===== src/design/socks5_greeting_parser_unit_defines.svh =====
// Assertion macros shared by the greeting parser modules.
`ifndef SOCKS5_GREETING_PARSER_UNIT_DEFINES_SVH
`define SOCKS5_GREETING_PARSER_UNIT_DEFINES_SVH

`ifndef SYNTH
`define SGP_ASSERT_ALWAYS(label, expr, msg) \
  label: assert property (@(posedge clk) disable iff (rst) (expr)) else $error(msg);
`define SGP_ASSERT_SAME(label, ante, cons, msg) \
  label: assert property (@(posedge clk) disable iff (rst) (ante) |-> (cons)) else $error(msg);
`define SGP_ASSERT_NEXT(label, ante, cons, msg) \
  label: assert property (@(posedge clk) disable iff (rst) (ante) |=> (cons)) else $error(msg);
`else
`define SGP_ASSERT_ALWAYS(label, expr, msg)
`define SGP_ASSERT_SAME(label, ante, cons, msg)
`define SGP_ASSERT_NEXT(label, ante, cons, msg)
`endif

`endif


===== src/design/sgp_pkg.sv =====
// Types and constants of the SOCKS5 greeting parser.
`timescale 1ns / 1ps
`default_nettype none

package sgp_pkg;

  typedef enum logic [2:0] {
    PH_VERSION = 3'd0,
    PH_COUNT   = 3'd1,
    PH_METHODS = 3'd2,
    PH_DONE    = 3'd3,
    PH_FAILED  = 3'd4
  } phase_t;

  localparam logic [7:0] SOCKS_VER  = 8'h05;
  localparam logic [7:0] M_NOAUTH   = 8'h00;
  localparam logic [7:0] M_USERPASS = 8'h02;
  localparam logic [7:0] M_NONE     = 8'hFF;

  localparam logic [1:0] NEXT_AUTH    = 2'd0;
  localparam logic [1:0] NEXT_REQUEST = 2'd1;
  localparam logic [1:0] NEXT_CLOSE   = 2'd2;

  typedef struct packed {
    logic [7:0] out_byte;
    logic       is_error;
    logic       is_last;
    logic [1:0] next_phase;
  } result_t;

  typedef struct packed {
    logic [1:0] count;
    result_t    first;
    result_t    second;
  } emit_t;

endpackage

`default_nettype wire


===== src/design/sgp_core.sv =====
// Greeting parse state and the results produced by one input byte.
`timescale 1ns / 1ps
`default_nettype none

`include "socks5_greeting_parser_unit_defines.svh"

module sgp_core
  import sgp_pkg::*;
(
  input  logic       clk,
  input  logic       rst,
  input  logic       step,
  input  logic [7:0] in_byte,
  input  logic       new_session,
  input  logic       users_configured,
  output emit_t      emit
);

  phase_t     phase;
  phase_t     phase_next;
  logic [7:0] methods_left;
  logic [7:0] methods_left_next;
  logic       offered_userpass;
  logic       offered_userpass_next;
  logic       offered_noauth;
  logic       offered_noauth_next;

  phase_t     cur_phase;
  logic [7:0] cur_left;
  logic       cur_userpass;
  logic       cur_noauth;
  logic [7:0] left_dec;

  // A new session clears the parser before the byte is consumed.
  assign cur_phase    = new_session ? PH_VERSION : phase;
  assign cur_left     = new_session ? 8'd0 : methods_left;
  assign cur_userpass = new_session ? 1'b0 : offered_userpass;
  assign cur_noauth   = new_session ? 1'b0 : offered_noauth;
  assign left_dec     = cur_left - 8'd1;

  always_comb begin
    phase_next            = cur_phase;
    methods_left_next     = cur_left;
    offered_userpass_next = cur_userpass;
    offered_noauth_next   = cur_noauth;
    unique case (cur_phase)
      PH_VERSION: begin
        phase_next = (in_byte == SOCKS_VER) ? PH_COUNT : PH_FAILED;
      end
      PH_COUNT: begin
        methods_left_next = in_byte;
        phase_next = (in_byte == 8'd0) ? PH_DONE : PH_METHODS;
      end
      PH_METHODS: begin
        if (in_byte == M_NOAUTH) begin
          offered_noauth_next = 1'b1;
        end else if (in_byte == M_USERPASS) begin
          offered_userpass_next = 1'b1;
        end
        methods_left_next = left_dec;
        if (left_dec == 8'd0) begin
          phase_next = PH_DONE;
        end
      end
      default: begin
      end
    endcase
  end

  always_comb begin
    logic       bad_version;
    logic       completed;
    logic [7:0] method;
    logic [1:0] method_phase;
    bad_version = (cur_phase == PH_VERSION) && (in_byte != SOCKS_VER);
    completed   = ((cur_phase == PH_COUNT) && (in_byte == 8'd0)) ||
                  ((cur_phase == PH_METHODS) && (left_dec == 8'd0));
    if (offered_userpass_next) begin
      method       = M_USERPASS;
      method_phase = NEXT_AUTH;
    end else if (offered_noauth_next && !users_configured) begin
      method       = M_NOAUTH;
      method_phase = NEXT_REQUEST;
    end else begin
      method       = M_NONE;
      method_phase = NEXT_CLOSE;
    end
    emit.second = '{out_byte: method, is_error: 1'b0, is_last: 1'b1,
                    next_phase: method_phase};
    if (bad_version) begin
      emit.count = 2'd1;
      emit.first = '{out_byte: 8'd0, is_error: 1'b1, is_last: 1'b1,
                     next_phase: NEXT_CLOSE};
    end else begin
      emit.count = completed ? 2'd2 : 2'd0;
      emit.first = '{out_byte: SOCKS_VER, is_error: 1'b0, is_last: 1'b0,
                     next_phase: NEXT_AUTH};
    end
  end

  always_ff @(posedge clk) begin
    if (rst) begin
      phase            <= PH_VERSION;
      methods_left     <= 8'd0;
      offered_userpass <= 1'b0;
      offered_noauth   <= 1'b0;
    end else if (step) begin
      phase            <= phase_next;
      methods_left     <= methods_left_next;
      offered_userpass <= offered_userpass_next;
      offered_noauth   <= offered_noauth_next;
    end
  end

  `SGP_ASSERT_NEXT(a_error_fails, step && emit.first.is_error, phase == PH_FAILED, "Error result did not leave the parser failed.")
  `SGP_ASSERT_NEXT(a_reply_done, step && (emit.count == 2'd2), phase == PH_DONE, "Reply was sent but the greeting is not done.")
  `SGP_ASSERT_SAME(a_idle_silent, (phase == PH_DONE || phase == PH_FAILED) && !new_session, emit.count == 2'd0, "A byte after the greeting produced a result.")
  `SGP_ASSERT_SAME(a_count_range, step, emit.count != 2'd3, "More than two results from one byte.")

endmodule

`default_nettype wire


===== src/design/sgp_queue.sv =====
// Result queue that takes up to two results per cycle while it has room and returns one per pop.
`timescale 1ns / 1ps
`default_nettype none

`include "socks5_greeting_parser_unit_defines.svh"

module sgp_queue
  import sgp_pkg::*;
#(
  parameter int DEPTH = 4
) (
  input  logic    clk,
  input  logic    rst,
  input  logic    push,
  input  emit_t   push_data,
  output logic    room,
  output logic    head_valid,
  output result_t head,
  input  logic    pop
);

  localparam int PW = (DEPTH > 1) ? $clog2(DEPTH) : 1;
  localparam int CW = $clog2(DEPTH + 1);
  localparam logic [PW-1:0] LAST_PTR = PW'(DEPTH - 1);

  result_t       mem [DEPTH];
  logic [PW-1:0] wr_ptr;
  logic [PW-1:0] wr_ptr_next;
  logic [PW-1:0] wr_ptr_plus1;
  logic [PW-1:0] rd_ptr;
  logic [CW-1:0] count;
  logic [CW-1:0] count_next;
  logic [1:0]    push_n;
  logic          do_pop;

  function automatic logic [PW-1:0] ptr_inc(input logic [PW-1:0] p);
    return (p == LAST_PTR) ? '0 : p + PW'(1);
  endfunction

  assign push_n       = push ? push_data.count : 2'd0;
  assign do_pop       = pop && head_valid;
  assign wr_ptr_plus1 = ptr_inc(wr_ptr);
  assign head_valid   = (count != '0);
  assign head         = mem[rd_ptr];
  assign room         = (count <= CW'(DEPTH - 2));

  always_comb begin
    case (push_n)
      2'd1:    wr_ptr_next = wr_ptr_plus1;
      2'd2:    wr_ptr_next = ptr_inc(wr_ptr_plus1);
      default: wr_ptr_next = wr_ptr;
    endcase
    count_next = count + CW'(push_n) - CW'(do_pop);
  end

  always_ff @(posedge clk) begin
    if (push_n != 2'd0) begin
      mem[wr_ptr] <= push_data.first;
    end
    if (push_n == 2'd2) begin
      mem[wr_ptr_plus1] <= push_data.second;
    end
  end

  always_ff @(posedge clk) begin
    if (rst) begin
      wr_ptr <= '0;
      rd_ptr <= '0;
      count  <= '0;
    end else begin
      wr_ptr <= wr_ptr_next;
      count  <= count_next;
      if (do_pop) begin
        rd_ptr <= ptr_inc(rd_ptr);
      end
    end
  end

  `SGP_ASSERT_ALWAYS(a_count_bound, count <= CW'(DEPTH), "Result queue overflowed.")
  `SGP_ASSERT_SAME(a_push_room, push_n != 2'd0, room, "Results pushed without room.")
  `SGP_ASSERT_NEXT(a_pop_drains, do_pop && (push_n == 2'd0), count == $past(count) - CW'(1), "A pop did not lower the queue fill.")

endmodule

`default_nettype wire


===== src/design/socks5_greeting_parser_unit.sv =====
// Top level of the SOCKS5 client greeting parser.
// The unit accepts one greeting byte per clock cycle while in_ready is high and
// replies with an error transaction on a bad version, or with two transactions
// (0x05, then the chosen method) when the greeting completes. An accepted byte
// is held in an input register, parsed there and written into a small result
// queue once the queue has room; its results are offered from the queue head.
// The output port moves one transaction per cycle while out_ready is high,
// which sets the sustained rate: one byte per cycle while the queue has room,
// with a completed greeting occupying the output for two transactions. A
// byte is taken while the input register is empty or while the queue has room
// for the two results of the byte it holds. The users_configured register should
// be written while no byte is in flight; it is read when a greeting completes.
`timescale 1ns / 1ps
`default_nettype none

module socks5_greeting_parser_unit
  import sgp_pkg::*;
#(
  parameter int QUEUE_DEPTH = 4
) (
  input  logic       clk,
  input  logic       rst,
  input  logic       in_valid,
  output logic       in_ready,
  input  logic [7:0] in_byte,
  input  logic       new_session,
  output logic       out_valid,
  input  logic       out_ready,
  output logic [7:0] out_byte,
  output logic       is_error,
  output logic       is_last,
  output logic [1:0] next_phase,
  input  logic       cfg_valid,
  output logic       cfg_ready,
  input  logic       users_configured
);

  logic       users_setting;
  logic       hold_valid;
  logic [7:0] hold_byte;
  logic       hold_new;
  logic       advance;
  logic       room;
  emit_t      emit;
  result_t    head;

  assign cfg_ready = 1'b1;
  assign advance   = hold_valid && room;
  assign in_ready  = !hold_valid || advance;

  always_ff @(posedge clk) begin
    if (rst) begin
      users_setting <= 1'b0;
    end else if (cfg_valid && cfg_ready) begin
      users_setting <= users_configured;
    end
  end

  always_ff @(posedge clk) begin
    if (rst) begin
      hold_valid <= 1'b0;
    end else if (in_valid && in_ready) begin
      hold_valid <= 1'b1;
    end else if (advance) begin
      hold_valid <= 1'b0;
    end
  end

  always_ff @(posedge clk) begin
    if (in_valid && in_ready) begin
      hold_byte <= in_byte;
      hold_new  <= new_session;
    end
  end

  sgp_core u_core (
    .clk              (clk),
    .rst              (rst),
    .step             (advance),
    .in_byte          (hold_byte),
    .new_session      (hold_new),
    .users_configured (users_setting),
    .emit             (emit)
  );

  sgp_queue #(
    .DEPTH (QUEUE_DEPTH)
  ) u_queue (
    .clk        (clk),
    .rst        (rst),
    .push       (advance),
    .push_data  (emit),
    .room       (room),
    .head_valid (out_valid),
    .head       (head),
    .pop        (out_ready)
  );

  assign out_byte   = head.out_byte;
  assign is_error   = head.is_error;
  assign is_last    = head.is_last;
  assign next_phase = head.next_phase;

endmodule

`default_nettype wire

===== config.mk =====
export PLATFORM = sky130hd
export DESIGN_NAME = socks5_greeting_parser_unit
export DESIGN_NICKNAME = d
export VERILOG_FILES = /design/src/design/sgp_pkg.sv /design/src/design/sgp_core.sv /design/src/design/sgp_queue.sv /design/src/design/socks5_greeting_parser_unit.sv
export VERILOG_INCLUDE_DIRS = /design/src /design/src/design
export SDC_FILE = /design/constraint.sdc
export NUM_CORES = 1
export LEC_CHECK = 0
export BUFFER_PORTS_ARGS = -buffer_cell sky130_fd_sc_hd__buf_4
export CAP_MARGIN = 20
export CORE_MARGIN = 8
export CORE_UTILIZATION = 63
export CTS_CLUSTER_SIZE = 25
export DETAILED_ROUTE_END_ITERATION = 6
export PLACE_DENSITY = 0.81
export SYNTH_ARGS = -nofsm -noshare
export SYNTH_HDL_FRONTEND = slang
export SYNTH_SLANG_ARGS = --single-unit

===== constraint.sdc =====
create_clock -name clk -period 8.5 [get_ports clk]
set_input_delay 1.7 -clock clk [delete_from_list [all_inputs] [get_ports clk]]
set_output_delay 1.7 -clock clk [all_outputs]
set_load 0.05 [all_outputs]

==> results.sh <==
export IMPL_nFillCells=345
export IMPL_status="finished clean"
export IMPL_postCtsSetupBuffers=0
export IMPL_worst_ir_drop_vdd_v=0.000205
export IMPL_ys_seq_area_share_pct=48.5
export IMPL_numPlacedInstances=386
export IMPL_p_leak_nw=1.41
export IMPL_worst_pin_slew_ns=1.04
export IMPL_vias=2378
export IMPL_slew_viol_final=0
export IMPL_drt_iter0_markers=283
export IMPL_synth_avg_cell_area_um2=10.1
export IMPL_mostFrequentLayoutCell="nor2_1"
export IMPL_die_area_um2=7460
export IMPL_ys_seq_elements=61
export IMPL_io_pins=30
export IMPL_multi_input_area_um2=1460
export IMPL_drc=0
export IMPL_async_flop_share_pct=0
export IMPL_critPathLaunch="hold_new"
export IMPL_cts_hold_buf=0
export IMPL_yosys_warnings=0
export IMPL_cts_buffers=9
export IMPL_synth_fp_nets=341
export IMPL_power_density_nw_per_um2=277
export IMPL_critPathMaxFanout=11
export IMPL_hp_start="u_queue.mem[1][3]"
export IMPL_cts_buffer_depth=2
export IMPL_r2r_start="hold_new"
export IMPL_track_usage_pct=19.5
export IMPL_hold_viol_final=0
export IMPL_start_util_pct=65.6
export IMPL_hold_class="register to register"
export IMPL_ys_dominant_reg_cell="dfxtp_1"
export IMPL_final_nets=362
export IMPL_routed_via_density=5.92
export IMPL_root_buffer="clkbuf_8"
export IMPL_ant_nets=0
export IMPL_crit_path_start_kind="register"
export IMPL_final_cell_mix="37 x nor2_1, 36 x nand2_1, 32 x dfxtp_1, 29 x edfxtp_1, 29 x buf_4"
export IMPL_clkLatencyLatePin_ns=0.34
export IMPL_num_rows=25
export IMPL_grt_pass1_wl_um=11400
export IMPL_wl_um=6690
export IMPL_setup_tns_ns=0
export IMPL_die_x_um=86.4
export IMPL_die_y_um=86.4
export IMPL_synth_edff_count=29
export IMPL_grt_pass1_vias=2345
export IMPL_avgRoutedWirePerCell_um=16.6
export IMPL_core_area_um2=4750
export IMPL_skew_ns=0.00686
export IMPL_finalSetupViolCount=0
export IMPL_period_share_pct=44.8
export IMPL_cap_violations=0
export IMPL_final_core_util_pct=74.2
export IMPL_hpwl_um=4690
export IMPL_grt_ovfl_total=0
export IMPL_grt_max_degree=24
export IMPL_cts_tree="yes"
export IMPL_fin_cells=402
export IMPL_cts_htree_levels=3
export IMPL_antenna_found_initial=0
export IMPL_max_freq_mhz=263
export IMPL_relSlewSlack_pct=30.2
export IMPL_register_area_um2=1510
export IMPL_gp_congestion=0.858
export IMPL_io_buffers=28
export IMPL_syn_inst=309
export IMPL_layout_drive_gt1_share_pct=16.7
export IMPL_rsz0062_at_grt="false"
export IMPL_cts_resized_gates=0
export IMPL_end_kind="register"
export IMPL_crit_arrival_ns=4.03
export IMPL_syn_cell_area_um2=3120
export IMPL_post_route_min_period_ns=3.81
export IMPL_first_pass_iters=6
export IMPL_yosysUniqueCellTypes=55
export IMPL_area_growth_synth_to_final_pct=13.2
export IMPL_hold_worst_slack_ns=0.458
export IMPL_worst_ep_required_time_ns=8.72
export IMPL_worstSetupPathType="register to register"
export IMPL_clk_pin_slew_ns=0.07
export IMPL_cts_num_sinks=61
export IMPL_antenna_diode_count=0
-- through the flow --
stage | area (um^2) | setup slack [ns] | total power, mW
6_report | 3530 | 4.69 | 0.979
3_3_place_gp | 3320 | 4.96 | 0.705
4_1_cts | 3530 | 4.76 | 0.984
2_1_floorplan | 3120 | 5.13 | 0.635
3_5_place_dp | 3320 | 4.80 | 0.709
5_1_grt | 3530 | 4.39 | 1.03
-- layout make-up --
class	count	share of cell area, %
Timing Repair Buffer	29	6.17
Tap cell	67	2.38
Multi-Input combinational cell	215	41.3
Clock buffer	10	3.62
Inverter	14	1.49
Sequential cell	61	42.8
Clock inverter	6	2.23
-- cell usage after synthesis (all sizes together), types with 2 or more instances --
cell type	instances	area, um^2
clkbuf	9	33.8
nor3	6	35.0
a22o	2	17.5
nor4b	3	32.5
a22oi	7	52.6
edfxtp	29	871
mux2i	2	20.0
or4	2	18.8
or3	2	12.5
xnor2	6	52.6
a21oi	15	75.1
nand2b	8	50.1
nor2b	5	31.3
inv	14	52.6
nand3	13	65.1
xor2	3	26.3
o31a	3	27.5
buf	10	63.8
nor2	37	139
o21ai	11	55.1
and2	2	12.5
nand2	36	135
o31ai	2	15.0
or2	2	12.5
mux4	7	158
a211oi	3	22.5
a21boi	4	30.0
a32oi	2	17.5
ha	16	200
dfxtp	32	641
-- cell families after synthesis --
family                   after synthesis  share of synthesized area (%)
flip-flops                            61                           48.5
multiplexers                          10                           6.06
adder cells (fa/ha/maj)               17                           7.06
AO/OA/AOI/OAI                         55                           11.7
other                                  1                          0.120
XOR/XNOR                               9                           2.53
AND/OR/NAND/NOR                      123                           19.2
buffers and inverters                 33                           4.81
-- routing by layer --
metal	routed length [um]	vias up	track usage, %
li1	-	1137	-
met1	2930	1123	24.7
met2	3140	105	30.4
met3	500	13	4.54
met4	118	0	9.55
met5	0	-	0
-- flip-flops by register name (all words and copies together), names as in the netlist, named ones only --
signal                   count
hold_byte                    8
hold_new                     1
hold_valid                   1
u_core.methods_left          8
u_core.offered_noauth        1
u_core.offered_userpass      1
u_core.phase                 3
u_queue.count                3
u_queue.mem                 28
u_queue.rd_ptr               2
u_queue.wr_ptr               2
users_setting                1
-- worst max-delay path: stages, from the launching register on --
cell	delay [ns]
edfxtp_1	0.52
nor4b_2	0.90
nand4b_1	0.14
or4_1	0.45
nor3_2	0.25
o211ai_1	0.20
ha_1	0.41
fa_1	0.45
xnor2_1	0.17
xnor2_1	0.14
nor2_1	0.05
-- final timing paths --
path / endpoint / slack, ns / cells after the start
worst max-delay path: u_queue.count[2] / 4.69 / 10
worst min-delay path: u_queue.mem[1][3] / 0.46 / 2
worst max register to register: u_queue.count[2] / 4.69 / 10
worst min register to register: u_queue.mem[1][3] / 0.46 / 2
-- report_power, final --
group          internal [mW]  switching [mW]  total, mW
clock network          0.163           0.112      0.275
registers              0.352          0.0361      0.388
logic                  0.119           0.196      0.316
total                  0.634           0.345      0.979
No activity file was read; power rests on OpenSTA's default activity.
